**src/hw/rtl/mrtd_pkg.sv**
```systemverilog
// shared types, result codes and helpers for the mrt table dump parser
package mrtd_pkg;

	// result kinds
	localparam logic [1:0] KIND_PEER = 2'd0;
	localparam logic [1:0] KIND_RIB  = 2'd1;
	localparam logic [1:0] KIND_ERR  = 2'd2;

	// error codes
	localparam logic [2:0] ERR_TYPE    = 3'd0;
	localparam logic [2:0] ERR_SUBTYPE = 3'd1;
	localparam logic [2:0] ERR_IPV6    = 3'd2;
	localparam logic [2:0] ERR_PFXLEN  = 3'd3;
	localparam logic [2:0] ERR_PEERIDX = 3'd4;

	// record type and subtypes that are parsed
	localparam logic [15:0] MRT_TYPE_TDV2    = 16'd13;
	localparam logic [15:0] MRT_SUB_PEER_IDX = 16'd1;
	localparam logic [15:0] MRT_SUB_RIB_V4   = 16'd2;
	localparam logic [31:0] MAX_PFX_BITS     = 32'd32;

	// one result item
	typedef struct packed {
		logic [1:0]  result_kind;
		logic [15:0] entry_index;
		logic [31:0] router_id;
		logic [31:0] peer_address;
		logic [31:0] peer_as;
		logic [31:0] route_prefix;
		logic [5:0]  route_bits;
		logic [31:0] route_sequence;
		logic [31:0] entry_time;
		logic [15:0] attribute_length;
		logic [31:0] record_time;
		logic [2:0]  error_code;
	} result_t;

	// network mask for a prefix length of 0 to 32
	function automatic logic [31:0] prefix_mask(input logic [5:0] bits);
		logic [31:0] m;
		if (bits == 6'd0) begin
			m = 32'd0;
		end else begin
			m = 32'hffff_ffff << (6'd32 - bits);
		end
		return m;
	endfunction

endpackage

```
**src/hw/rtl/mrtd_core.sv**
```systemverilog
// parse state machine: advances one stream byte per step and forms results
module mrtd_core (
	input  logic             clk,
	input  logic             arst_n,
	input  logic             step_en,
	input  logic [7:0]       data_byte,
	output logic             res_valid,
	output mrtd_pkg::result_t res
);
	import mrtd_pkg::*;

	// parse phases
	localparam logic [4:0] PH_TIME   = 5'd0;
	localparam logic [4:0] PH_TYPE   = 5'd1;
	localparam logic [4:0] PH_SUB    = 5'd2;
	localparam logic [4:0] PH_LEN    = 5'd3;
	localparam logic [4:0] PH_COLL   = 5'd4;
	localparam logic [4:0] PH_VLEN   = 5'd5;
	localparam logic [4:0] PH_VIEW   = 5'd6;
	localparam logic [4:0] PH_PCOUNT = 5'd7;
	localparam logic [4:0] PH_FLAGS  = 5'd8;
	localparam logic [4:0] PH_BGPID  = 5'd9;
	localparam logic [4:0] PH_ADDR   = 5'd10;
	localparam logic [4:0] PH_AS     = 5'd11;
	localparam logic [4:0] PH_SEQ    = 5'd12;
	localparam logic [4:0] PH_BITS   = 5'd13;
	localparam logic [4:0] PH_PFX    = 5'd14;
	localparam logic [4:0] PH_RCOUNT = 5'd15;
	localparam logic [4:0] PH_RPEER  = 5'd16;
	localparam logic [4:0] PH_RTIME  = 5'd17;
	localparam logic [4:0] PH_ALEN   = 5'd18;
	localparam logic [4:0] PH_ATTR   = 5'd19;

	logic [4:0]  phase_q,    n_phase;
	logic [15:0] count_q,    n_count;
	logic [31:0] word_q,     n_word;
	logic [31:0] htime_q,    n_htime;
	logic [15:0] subtype_q,  n_subtype;
	logic [31:0] seq_q,      n_seq;
	logic [31:0] prefix_q,   n_prefix;
	logic [5:0]  pfxlen_q,   n_pfxlen;
	logic [15:0] left_q,     n_left;
	logic [15:0] peers_q,    n_peers;
	logic [1:0]  flags_q,    n_flags;
	logic [63:0] fields_q,   n_fields;
	logic [15:0] extra_q,    n_extra;
	logic        halted_q,   n_halted;

	// field length in bytes for phases that assemble a word
	function automatic logic [2:0] field_len(input logic [4:0] ph, input logic [1:0] fl);
		logic [2:0] n;
		unique case (ph)
			PH_TIME, PH_LEN, PH_COLL, PH_BGPID, PH_ADDR, PH_SEQ, PH_RTIME: n = 3'd4;
			PH_TYPE, PH_SUB, PH_VLEN, PH_PCOUNT, PH_RCOUNT, PH_RPEER, PH_ALEN: n = 3'd2;
			PH_FLAGS, PH_BITS: n = 3'd1;
			PH_AS:   n = fl[1] ? 3'd4 : 3'd2;
			default: n = 3'd0;
		endcase
		return n;
	endfunction

	// next state and result for one byte
	always_comb begin
		logic [4:0]  ph;
		logic [2:0]  need;
		logic [15:0] cnt_inc;
		logic [31:0] word_sh;
		logic [31:0] v;
		logic [2:0]  nbytes;
		logic [31:0] byte_pos;
		logic        rib_go;
		logic [15:0] rib_attr;
		logic        fail_go;
		logic [2:0]  fail_code;
		logic [15:0] fail_idx;
		logic [15:0] idx;

		n_phase   = phase_q;
		n_count   = count_q;
		n_word    = word_q;
		n_htime   = htime_q;
		n_subtype = subtype_q;
		n_seq     = seq_q;
		n_prefix  = prefix_q;
		n_pfxlen  = pfxlen_q;
		n_left    = left_q;
		n_peers   = peers_q;
		n_flags   = flags_q;
		n_fields  = fields_q;
		n_extra   = extra_q;
		n_halted  = halted_q;
		res       = '0;
		res_valid = 1'b0;
		ph        = phase_q;
		need      = 3'd0;
		cnt_inc   = 16'd0;
		word_sh   = 32'd0;
		v         = 32'd0;
		nbytes    = 3'd0;
		byte_pos  = 32'd0;
		rib_go    = 1'b0;
		rib_attr  = extra_q;
		fail_go   = 1'b0;
		fail_code = ERR_TYPE;
		fail_idx  = 16'd0;
		idx       = fields_q[47:32];

		if (!halted_q) begin
			unique case (phase_q)
				// skip the view name
				PH_VIEW: begin
					n_count = count_q - 16'd1;
					if (n_count == 16'd0) begin
						n_phase = PH_PCOUNT;
					end
				end
				// skip the path attributes, then close the rib entry
				PH_ATTR: begin
					n_count = count_q - 16'd1;
					if (n_count == 16'd0) begin
						rib_go = 1'b1;
					end
				end
				// gather prefix bytes msb first
				PH_PFX: begin
					nbytes = 3'((7'(pfxlen_q) + 7'd7) >> 3);
					unique case (count_q[1:0])
						2'd0: byte_pos = {data_byte, 24'd0};
						2'd1: byte_pos = {8'd0, data_byte, 16'd0};
						2'd2: byte_pos = {16'd0, data_byte, 8'd0};
						2'd3: byte_pos = {24'd0, data_byte};
						default: byte_pos = 32'd0;
					endcase
					n_prefix = prefix_q | byte_pos;
					n_count  = count_q + 16'd1;
					if (n_count >= 16'(nbytes)) begin
						n_prefix = n_prefix & prefix_mask(pfxlen_q);
						n_count  = 16'd0;
						n_phase  = PH_RCOUNT;
					end
				end
				// assemble a big-endian field
				default: begin
					ph      = phase_q;
					need    = field_len(phase_q, flags_q);
					cnt_inc = count_q + 16'd1;
					word_sh = {word_q[23:0], data_byte};
					if (need == 3'd0) begin
						ph      = PH_TIME;
						need    = 3'd4;
						cnt_inc = 16'd1;
						word_sh = {24'd0, data_byte};
					end
					n_phase = ph;
					n_word  = word_sh;
					n_count = cnt_inc;
					if (cnt_inc >= 16'(need)) begin
						v       = word_sh;
						n_word  = 32'd0;
						n_count = 16'd0;
						unique case (ph)
							PH_TIME: begin
								n_htime = v;
								n_phase = PH_TYPE;
							end
							PH_TYPE: begin
								n_extra = v[15:0];
								n_phase = PH_SUB;
							end
							PH_SUB: begin
								n_subtype = v[15:0];
								n_phase   = PH_LEN;
							end
							// header complete: check type and subtype
							PH_LEN: begin
								if (extra_q != MRT_TYPE_TDV2) begin
									fail_go   = 1'b1;
									fail_code = ERR_TYPE;
								end else if (subtype_q == MRT_SUB_PEER_IDX) begin
									n_phase = PH_COLL;
								end else if (subtype_q == MRT_SUB_RIB_V4) begin
									n_phase = PH_SEQ;
								end else begin
									fail_go   = 1'b1;
									fail_code = ERR_SUBTYPE;
								end
							end
							PH_COLL: begin
								n_phase = PH_VLEN;
							end
							PH_VLEN: begin
								if (v == 32'd0) begin
									n_phase = PH_PCOUNT;
								end else begin
									n_count = v[15:0];
									n_phase = PH_VIEW;
								end
							end
							PH_PCOUNT: begin
								n_peers = v[15:0];
								n_left  = v[15:0];
								n_phase = (v[15:0] != 16'd0) ? PH_FLAGS : PH_TIME;
							end
							PH_FLAGS: begin
								n_flags = v[1:0];
								n_phase = PH_BGPID;
							end
							PH_BGPID: begin
								n_fields = {v, 32'd0};
								if (flags_q[0]) begin
									fail_go   = 1'b1;
									fail_code = ERR_IPV6;
								end else begin
									n_phase = PH_ADDR;
								end
							end
							PH_ADDR: begin
								n_fields = fields_q | {32'd0, v};
								n_phase  = PH_AS;
							end
							// peer entry complete
							PH_AS: begin
								res_valid         = 1'b1;
								res.result_kind   = KIND_PEER;
								res.entry_index   = peers_q - left_q;
								res.router_id     = fields_q[63:32];
								res.peer_address  = fields_q[31:0];
								res.peer_as       = v;
								res.record_time   = htime_q;
								n_left            = left_q - 16'd1;
								n_phase = (n_left != 16'd0) ? PH_FLAGS : PH_TIME;
							end
							PH_SEQ: begin
								n_seq   = v;
								n_phase = PH_BITS;
							end
							PH_BITS: begin
								if (v > MAX_PFX_BITS) begin
									fail_go   = 1'b1;
									fail_code = ERR_PFXLEN;
								end else begin
									n_pfxlen = v[5:0];
									n_prefix = 32'd0;
									n_phase  = (v == 32'd0) ? PH_RCOUNT : PH_PFX;
								end
							end
							PH_RCOUNT: begin
								n_left  = v[15:0];
								n_phase = (v[15:0] != 16'd0) ? PH_RPEER : PH_TIME;
							end
							PH_RPEER: begin
								n_fields = {16'd0, v[15:0], 32'd0};
								n_phase  = PH_RTIME;
							end
							PH_RTIME: begin
								n_fields = fields_q | {32'd0, v};
								n_phase  = PH_ALEN;
							end
							PH_ALEN: begin
								n_extra = v[15:0];
								if (v[15:0] == 16'd0) begin
									rib_go   = 1'b1;
									rib_attr = 16'd0;
								end else begin
									n_count = v[15:0];
									n_phase = PH_ATTR;
								end
							end
							default: begin
								n_phase = PH_TIME;
							end
						endcase
					end
				end
			endcase

			// rib entry complete: check the peer index
			if (rib_go) begin
				idx = fields_q[47:32];
				if (idx >= peers_q) begin
					fail_go   = 1'b1;
					fail_code = ERR_PEERIDX;
					fail_idx  = idx;
				end else begin
					res_valid            = 1'b1;
					res.result_kind      = KIND_RIB;
					res.entry_index      = idx;
					res.route_prefix     = prefix_q;
					res.route_bits       = pfxlen_q;
					res.route_sequence   = seq_q;
					res.entry_time       = fields_q[31:0];
					res.attribute_length = rib_attr;
					res.record_time      = htime_q;
					n_left               = left_q - 16'd1;
					n_phase = (n_left != 16'd0) ? PH_RPEER : PH_TIME;
				end
			end

			// errors latch until reset
			if (fail_go) begin
				n_halted        = 1'b1;
				res             = '0;
				res_valid       = 1'b1;
				res.result_kind = KIND_ERR;
				res.entry_index = fail_idx;
				res.record_time = htime_q;
				res.error_code  = fail_code;
			end
		end
	end

	// parse state
	always_ff @(posedge clk or negedge arst_n) begin
		if (!arst_n) begin
			phase_q   <= PH_TIME;
			count_q   <= '0;
			word_q    <= '0;
			htime_q   <= '0;
			subtype_q <= '0;
			seq_q     <= '0;
			prefix_q  <= '0;
			pfxlen_q  <= '0;
			left_q    <= '0;
			peers_q   <= '0;
			flags_q   <= '0;
			fields_q  <= '0;
			extra_q   <= '0;
			halted_q  <= 1'b0;
		end else if (step_en) begin
			phase_q   <= n_phase;
			count_q   <= n_count;
			word_q    <= n_word;
			htime_q   <= n_htime;
			subtype_q <= n_subtype;
			seq_q     <= n_seq;
			prefix_q  <= n_prefix;
			pfxlen_q  <= n_pfxlen;
			left_q    <= n_left;
			peers_q   <= n_peers;
			flags_q   <= n_flags;
			fields_q  <= n_fields;
			extra_q   <= n_extra;
			halted_q  <= n_halted;
		end
	end

endmodule

```
**src/hw/rtl/mrt_table_dump_parser.sv**
```systemverilog
// top level of the mrt table dump v2 byte stream parser
//
//   channel  | handshake             | payload
//   ---------+-----------------------+-------------------------------------------
//   input    | in_valid / in_stall   | data_byte
//   output   | out_valid / out_stall | result_kind .. error_code (12 fields)
//
// one byte per cycle sustained while the output is not stalled: a transferred byte waits
// in the input register and is parsed out of it; its result, if any, moves into the output
// register when the pipeline advances, and is transferred from there.
// reset clears the parse state to the start of a record header and empties
// both registers. a stalled output holds its result and freezes the input
// register, so in_stall follows out_stall while a result is waiting.
module mrt_table_dump_parser (
	input  logic        clk,
	input  logic        arst_n,
	input  logic        in_valid,
	output logic        in_stall,
	input  logic [7:0]  data_byte,
	output logic        out_valid,
	input  logic        out_stall,
	output logic [1:0]  result_kind,
	output logic [15:0] entry_index,
	output logic [31:0] router_id,
	output logic [31:0] peer_address,
	output logic [31:0] peer_as,
	output logic [31:0] route_prefix,
	output logic [5:0]  route_bits,
	output logic [31:0] route_sequence,
	output logic [31:0] entry_time,
	output logic [15:0] attribute_length,
	output logic [31:0] record_time,
	output logic [2:0]  error_code
);
	import mrtd_pkg::*;

	logic       advance;
	logic       valid_s1;
	logic [7:0] data_byte_s1;
	logic       core_valid;
	result_t    core_res;
	logic       out_valid_q;
	result_t    result_q;

	// pipeline moves whenever the output register is free or being taken
	assign advance  = !out_valid_q || !out_stall;
	assign in_stall = !advance;

	// input register
	always_ff @(posedge clk or negedge arst_n) begin
		if (!arst_n) begin
			valid_s1 <= 1'b0;
		end else if (advance) begin
			valid_s1 <= in_valid;
		end
	end

	always_ff @(posedge clk) begin
		if (advance && in_valid) begin
			data_byte_s1 <= data_byte;
		end
	end

	// parse state machine
	mrtd_core u_core (
		.clk       (clk),
		.arst_n    (arst_n),
		.step_en   (advance && valid_s1),
		.data_byte (data_byte_s1),
		.res_valid (core_valid),
		.res       (core_res)
	);

	// result register
	always_ff @(posedge clk or negedge arst_n) begin
		if (!arst_n) begin
			out_valid_q <= 1'b0;
		end else if (advance) begin
			out_valid_q <= valid_s1 && core_valid;
		end
	end

	always_ff @(posedge clk) begin
		if (advance && valid_s1 && core_valid) begin
			result_q <= core_res;
		end
	end

	assign out_valid        = out_valid_q;
	assign result_kind      = result_q.result_kind;
	assign entry_index      = result_q.entry_index;
	assign router_id        = result_q.router_id;
	assign peer_address     = result_q.peer_address;
	assign peer_as          = result_q.peer_as;
	assign route_prefix     = result_q.route_prefix;
	assign route_bits       = result_q.route_bits;
	assign route_sequence   = result_q.route_sequence;
	assign entry_time       = result_q.entry_time;
	assign attribute_length = result_q.attribute_length;
	assign record_time      = result_q.record_time;
	assign error_code       = result_q.error_code;

endmodule

```
**config.mk**
```make
export PLATFORM = sky130hd
export DESIGN_NAME = mrt_table_dump_parser
export DESIGN_NICKNAME = d
export VERILOG_FILES = /design/src/hw/rtl/mrtd_pkg.sv /design/src/hw/rtl/mrtd_core.sv /design/src/hw/rtl/mrt_table_dump_parser.sv
export SDC_FILE = /design/constraint.sdc
export NUM_CORES = 1
export LEC_CHECK = 0
export BUFFER_PORTS_ARGS = -buffer_cell sky130_fd_sc_hd__clkbuf_2
export CORE_UTILIZATION = 40
export CTS_CLUSTER_SIZE = 14
export DETAILED_ROUTE_END_ITERATION = 8
export RECOVER_POWER = 100
export SLEW_MARGIN = 25
export SYNTH_ARGS = -nofsm -noshare
export SYNTH_HDL_FRONTEND = slang
export SYNTH_SLANG_ARGS = --single-unit
```
**constraint.sdc**
```tcl
create_clock -name clk -period 47.4 [get_ports clk]
set_input_delay 7.11 -clock clk [delete_from_list [all_inputs] [get_ports clk]]
set_output_delay 7.11 -clock clk [all_outputs]
set_load 0.05 [all_outputs]
```
# Yosys cells after proc, flatten, opt, wreduce, memory -nomap -nowiden
# Cells that the tools add are included.
[op_classes]
addsub = 6
n_mul = 0
div_mod_pow = 0
n_lt_le_gt_ge = 4
eq_ne = 42
n_shift = 1
muxes = 113
bitwise_logic = 11
n_reduce_logical = 45
[op_table]
columns = ["op", "count"]
rows = [
  ["32-bit 2-to-1 mux", 16],
  ["150-bit 2-to-1 mux", 2],
  ["16-bit 2-to-1 mux", 17],
  ["267-bit 2-to-1 mux", 1],
  ["114-bit 2-to-1 mux", 2],
  ["64-bit one-hot mux with 3 select lines", 1],
  ["32-bit one-hot mux with 4 select lines", 1],
  ["112-bit 2-to-1 mux", 1],
  ["16-bit one-hot mux with 2 select lines", 3],
  ["5-bit one-hot mux with 17 select lines", 1],
  ["5-bit 2-to-1 mux", 16],
  ["5-bit by 4-bit equality test with 1-bit output, second input constant", 15],
  ["64-bit by 32-bit bitwise OR with 64-bit output", 1],
  ["32-bit one-hot mux with 2 select lines", 1],
  ["18-bit 2-to-1 mux", 2],
  ["3-bit 2-to-1 mux", 12],
  ["5-bit by 3-bit equality test with 1-bit output, second input constant", 7],
  ["5-bit equality test, second input constant", 7],
  ["5-bit AND reduction", 7],
  ["32-bit bitwise AND", 1],
  ["16-bit by 3-bit greater-or-equal comparator with 1-bit output", 2],
  ["32-bit by 6-bit greater-than comparator with 1-bit output, second input constant", 1],
  ["16-bit logical NOT", 2],
  ["32-bit logical NOT", 1],
  ["other kinds (43)", 102],
]
[totals]
ff_bits = 555
latch_bits = 0
ramBits = 0
rom_bits = 0
inputBits = 12
elab_cells = 252
mem_count = 0

# Depth between registers and ports, before layout
[depth]
ltp_word = 20
depth_mapped = 18

# Cells and area by module
# From an unflattened synthesis, not the netlist that was laid out.
[unflattened]
cells_unflattened = 2162
area_unflattened_um2 = 24981.5
[modules_own_cells]
columns = ["module", "instances", "cells_per_inst", "area_each_um2", "seq_area_each_um2"]
rows = [
  ["mrtd_core", 1, 1877, 16620.9, 6956.7],
  ["mrt_table_dump_parser", 1, 285, 8360.5, 8308.0],
]

# Worst setup path after synthesis
# No wires, ideal clock.
[synth_path]
kind = "input-to-reg"
from = "input out_stall"
to = "register result_q (netlist bit attribute_length[0]), enable pin"
arrival_ns = 18.905
required_time_ns = 46.500
path_slack_ns = 27.596
stages = 5
path_cell_list = "nand2_1 -> nand3_1 -> clkbuf_1 -> clkbuf_1 -> nor2_1"
[synth_between]
elab_chain_len = 4
[synth_lines]
columns = ["item", "line_no", "rtl"]
rows = [
  ["start: declaration", "mrt_table_dump_parser.sv:21", "input logic out_stall,"],
  ["1-bit logical NOT", "mrt_table_dump_parser.sv:46", "assign advance = !out_valid_q || !out_stall;"],
  ["1-bit logical OR", "mrt_table_dump_parser.sv:46", ""],
  ["1-bit logical AND (2 in series)", "mrt_table_dump_parser.sv:84", "if (advance && valid_s1 && core_valid) begin"],
  ["end signal: assignment", "mrt_table_dump_parser.sv:85", "result_q <= core_res;"],
  ["end: declaration", "mrt_table_dump_parser.sv:43", "result_t result_q;"],
]
# No other way between the ends.
# A chain may end at the register's enable or synchronous reset.

==> impl_metrics.env <==
export IMPL_max_slew_margin_pct=-203.3
export IMPL_io_buffers=280
export IMPL_hold_path_class="reg2reg"
export IMPL_fmaxAchievable_mhz=60.72
export IMPL_grt_pass1_wl_um=108800
export IMPL_cp_depth=3
export IMPL_worstHoldStart="u_core.htime_q[27]"
export IMPL_synth_ff_type="dfrtp_1"
export IMPL_path_delay_family="buffers and inverters"
export IMPL_powerDensity_nw_per_um2=34.82
export IMPL_r2r_slack_ns=34.85
export IMPL_clock_sinks=555
export IMPL_die_h_um=251.4
export IMPL_drv_slew=1113
export IMPL_htreeDepth=2
export IMPL_syn_area_per_cell_um2=11.13
export IMPL_critical_path_class="in2async"
export IMPL_vias=18330
export IMPL_worstPathCellList="clkbuf_1 -> clkbuf_1 -> clkbuf_1"
export IMPL_setup_slack_ns=30.93
export IMPL_gr_usage_all_layers_pct=22.38
export IMPL_cts_root_buffer="clkbuf_16"
export IMPL_drtAntennaViolNets=0
export IMPL_whs_endpoint="u_core.htime_q[27]"
export IMPL_failed_checks="capacitance limit, slew limit"
export IMPL_status="finished with violations"
export IMPL_max_stage_delay_ns=3.11
export IMPL_worstHoldPathCells=2
export IMPL_top_register="u_core.fields_q"
export IMPL_clock_latency_ns=0.62
export IMPL_clk_pin_slew_worst_paths_ns=0.06
export IMPL_maxCapViolCount=20
export IMPL_syn_to_final_growth_pct=15.22
export IMPL_dp_hpwl_um=47410
export IMPL_core_area_um2=61600
export IMPL_ioPinCount=281
export IMPL_p_seq_share_pct=50.4
export IMPL_yosys_warnings=0
export IMPL_timing_rr_start="u_core.phase_q[3]"
export IMPL_n_antenna_cell=0
export IMPL_worstMarginPinSlew_ns=4.550
export IMPL_synth_cells=2236
export IMPL_ctsLongestPathBuffers=3
export IMPL_die_area_um2=63220
export IMPL_worstPathRequired_ns=47.21
export IMPL_hold_viol=0
export IMPL_synth_largest_area_cell="edfxtp_1"
export IMPL_ys_types=86
export IMPL_cts_buffers=59
export IMPL_synth_top_cells_by_count="dfrtp_1 (280), edfxtp_1 (275), nand2_1 (240)"
export IMPL_p_comb_share_pct=1.0
export IMPL_grt_ovfl_total=0
export IMPL_period_share_pct=34.74
export IMPL_place_ws_ns=32.61
export IMPL_wirelength_um=71940
export IMPL_p_sw_share_pct=20.12
export IMPL_cts_hold_buf=0
export IMPL_largest_reg_flops=64
export IMPL_power_frac_clock_pct=48.5
export IMPL_wl_per_cell_um=21.44
export IMPL_synth_area_top_cells="edfxtp_1 (33%), dfrtp_1 (28%), and2_1 (5.6%)"
export IMPL_finClkSkew_ns=0.02188
export IMPL_start_util_pct=40.40
export IMPL_final_util_pct=46.55
export IMPL_synth_top_cell_area_share_pct=33.18
export IMPL_first_pass_iters=5
export IMPL_period_needed_ns=16.47
export IMPL_cts_tree="built"
export IMPL_synth_seq_cells=555
export IMPL_drt_iter0_markers=1401
export IMPL_critPathSlowestCell="clkbuf_1"
export IMPL_drive_gt1_share_pct=7.387
export IMPL_grt_max_degree=102
export IMPL_cts_repair_resized=0
export IMPL_intPower_uw=797.6
export IMPL_worst_path_buf_inv=3
export IMPL_tns_ns=0
export IMPL_finalSetupViolCount=0
export IMPL_timing_rr_end="route_sequence[28]"
export IMPL_grt_pass1_vias=17650
export IMPL_drcViolationCount=0
export IMPL_synthArstFlopShare_pct=50.45
export IMPL_netlist_area_um2=24890
export IMPL_synth_edf_count=275
export IMPL_cp_max_fo=76
export IMPL_finalWeightedCongestion=0.8905
export IMPL_crit_path_frequent_cell="clkbuf_1"
export IMPL_rows=91
export IMPL_die_w_um=251.4
export IMPL_yosysMostFrequentCell="dfrtp_1"
export IMPL_cp_arrival_ns=16.28
export IMPL_r2r_cells=16
export IMPL_ys_seq_area_share_pct=61.33
export IMPL_leakage_uw=0.01173
export IMPL_antenna_found_initial=1
export IMPL_ir_drop_mv=0.02693
export IMPL_vias_per_cell=5.463
export IMPL_crit_path_end_kind="async pin"
export IMPL_postCtsSetupRepairBufs=0
export IMPL_worstSetupStartpointType="primary input"
export IMPL_power_switching_uw=200.8
export IMPL_synth_nets=2296
export IMPL_fin_nets=2528
export IMPL_rsz0062_at_grt="false"
-- worst min-delay path, cell delays in order (launching register included) --
cell and delay [ns]:
dfrtp_1 0.33, nand2_1 0.04, o21ai_0 0.06
-- power by group through the flow --
stage	logic [uW]	clock network (uW)	registers (uW)
CTS	11.0	494	503
global placement	10.8	0	513
floorplan	1.78	0	513
global route	11.5	512	503
finish	10.3	485	503
detailed placement	11.0	0	513
-- cell families (layout without fill, tap and decap cells) --
family | Yosys count | after routing | synth area share [%]
AND/OR/NAND/NOR | 822 | 822 | 16.63
flip-flops | 555 | 555 | 61.33
XOR/XNOR | 31 | 31 | 1.091
AO/OA/AOI/OAI | 533 | 533 | 13.29
buffers and inverters | 205 | 487 | 3.318
multiplexers | 42 | 42 | 1.895
adder cells (fa/ha/maj) | 48 | 48 | 2.443
-- layer usage --
layer	up-vias	global-route usage (%)	share of wire (%)
li1	8482	-	-
met1	9164	31.32	44
met2	592	36.57	48
met3	91	3.033	5.6
met4	0	6.010	2.3
met5	-	0	0
-- final cells by class --
class,instances,area [um2]
Sequential cell,555,15260
Inverter,56,210.2
Multi-Input combinational cell,1476,8811
Fill cell,5782,32920
Clock buffer,83,1699
Tap cell,837,1047
Timing Repair Buffer,320,1281
Clock inverter,28,361.6
-- per-stage QoR --
| step | area [um2] | std cells | hold slack, ns | power [uW] |
|---|---|---|---|---|
| floorplan | 24890 | 2236 | 0.4418 | 514.6 |
| global placement | 27080 | 3242 | 0.4548 | 523.6 |
| detailed placement | 27090 | 3242 | 0.4622 | 523.8 |
| CTS | 29150 | 3353 | 0.4749 | 1008 |
| global route | 28680 | 3355 | 0.4936 | 1027 |
| finish | 28680 | 3355 | 0.4672 | 998.4 |
-- cells in the final DEF (no fill, tap or decap), types with 8 or more instances in the layout --
master,synthesis,final
xnor2_1,24,24
buf_4,1,18
mux2_2,36,36
inv_1,55,55
o31ai_1,20,20
nand4_1,17,17
ha_1,47,47
a211oi_1,11,12
edfxtp_1,275,275
or2_2,8,8
nand3_1,24,24
and3_1,8,8
dfrtp_1,280,280
o21ai_0,187,191
clkbuf_8,0,9
a31oi_1,64,64
a32o_1,17,17
bufinv_16,0,8
clkbuf_16,0,61
a22oi_1,16,17
nor2b_1,9,9
nor2_1,168,165
clkinv_2,0,8
clkbuf_1,103,305
and2_1,222,73
clkbuf_2,2,10
a21o_1,17,17
a21oi_1,107,107
a22o_1,8,8
nor3_1,37,35
nand2b_1,13,13
or3_1,11,11
o22ai_1,13,13
and2_0,0,149
nand2_1,240,240
nor4_1,28,28
-- how the worst max path moves through the flow --
stage,start,end,slack (ns)
3_3_place_gp,out_stall,in_stall,32.62
5_1_grt,arst_n,u_core.word_q[5],28.87
6_report,arst_n,u_core.fields_q[24],30.93
3_5_place_dp,out_stall,in_stall,32.61
2_1_floorplan,out_stall,attribute_length[0],27.60
4_1_cts,out_stall,in_stall,32.61
No activity file was read; power rests on OpenSTA's default activity.
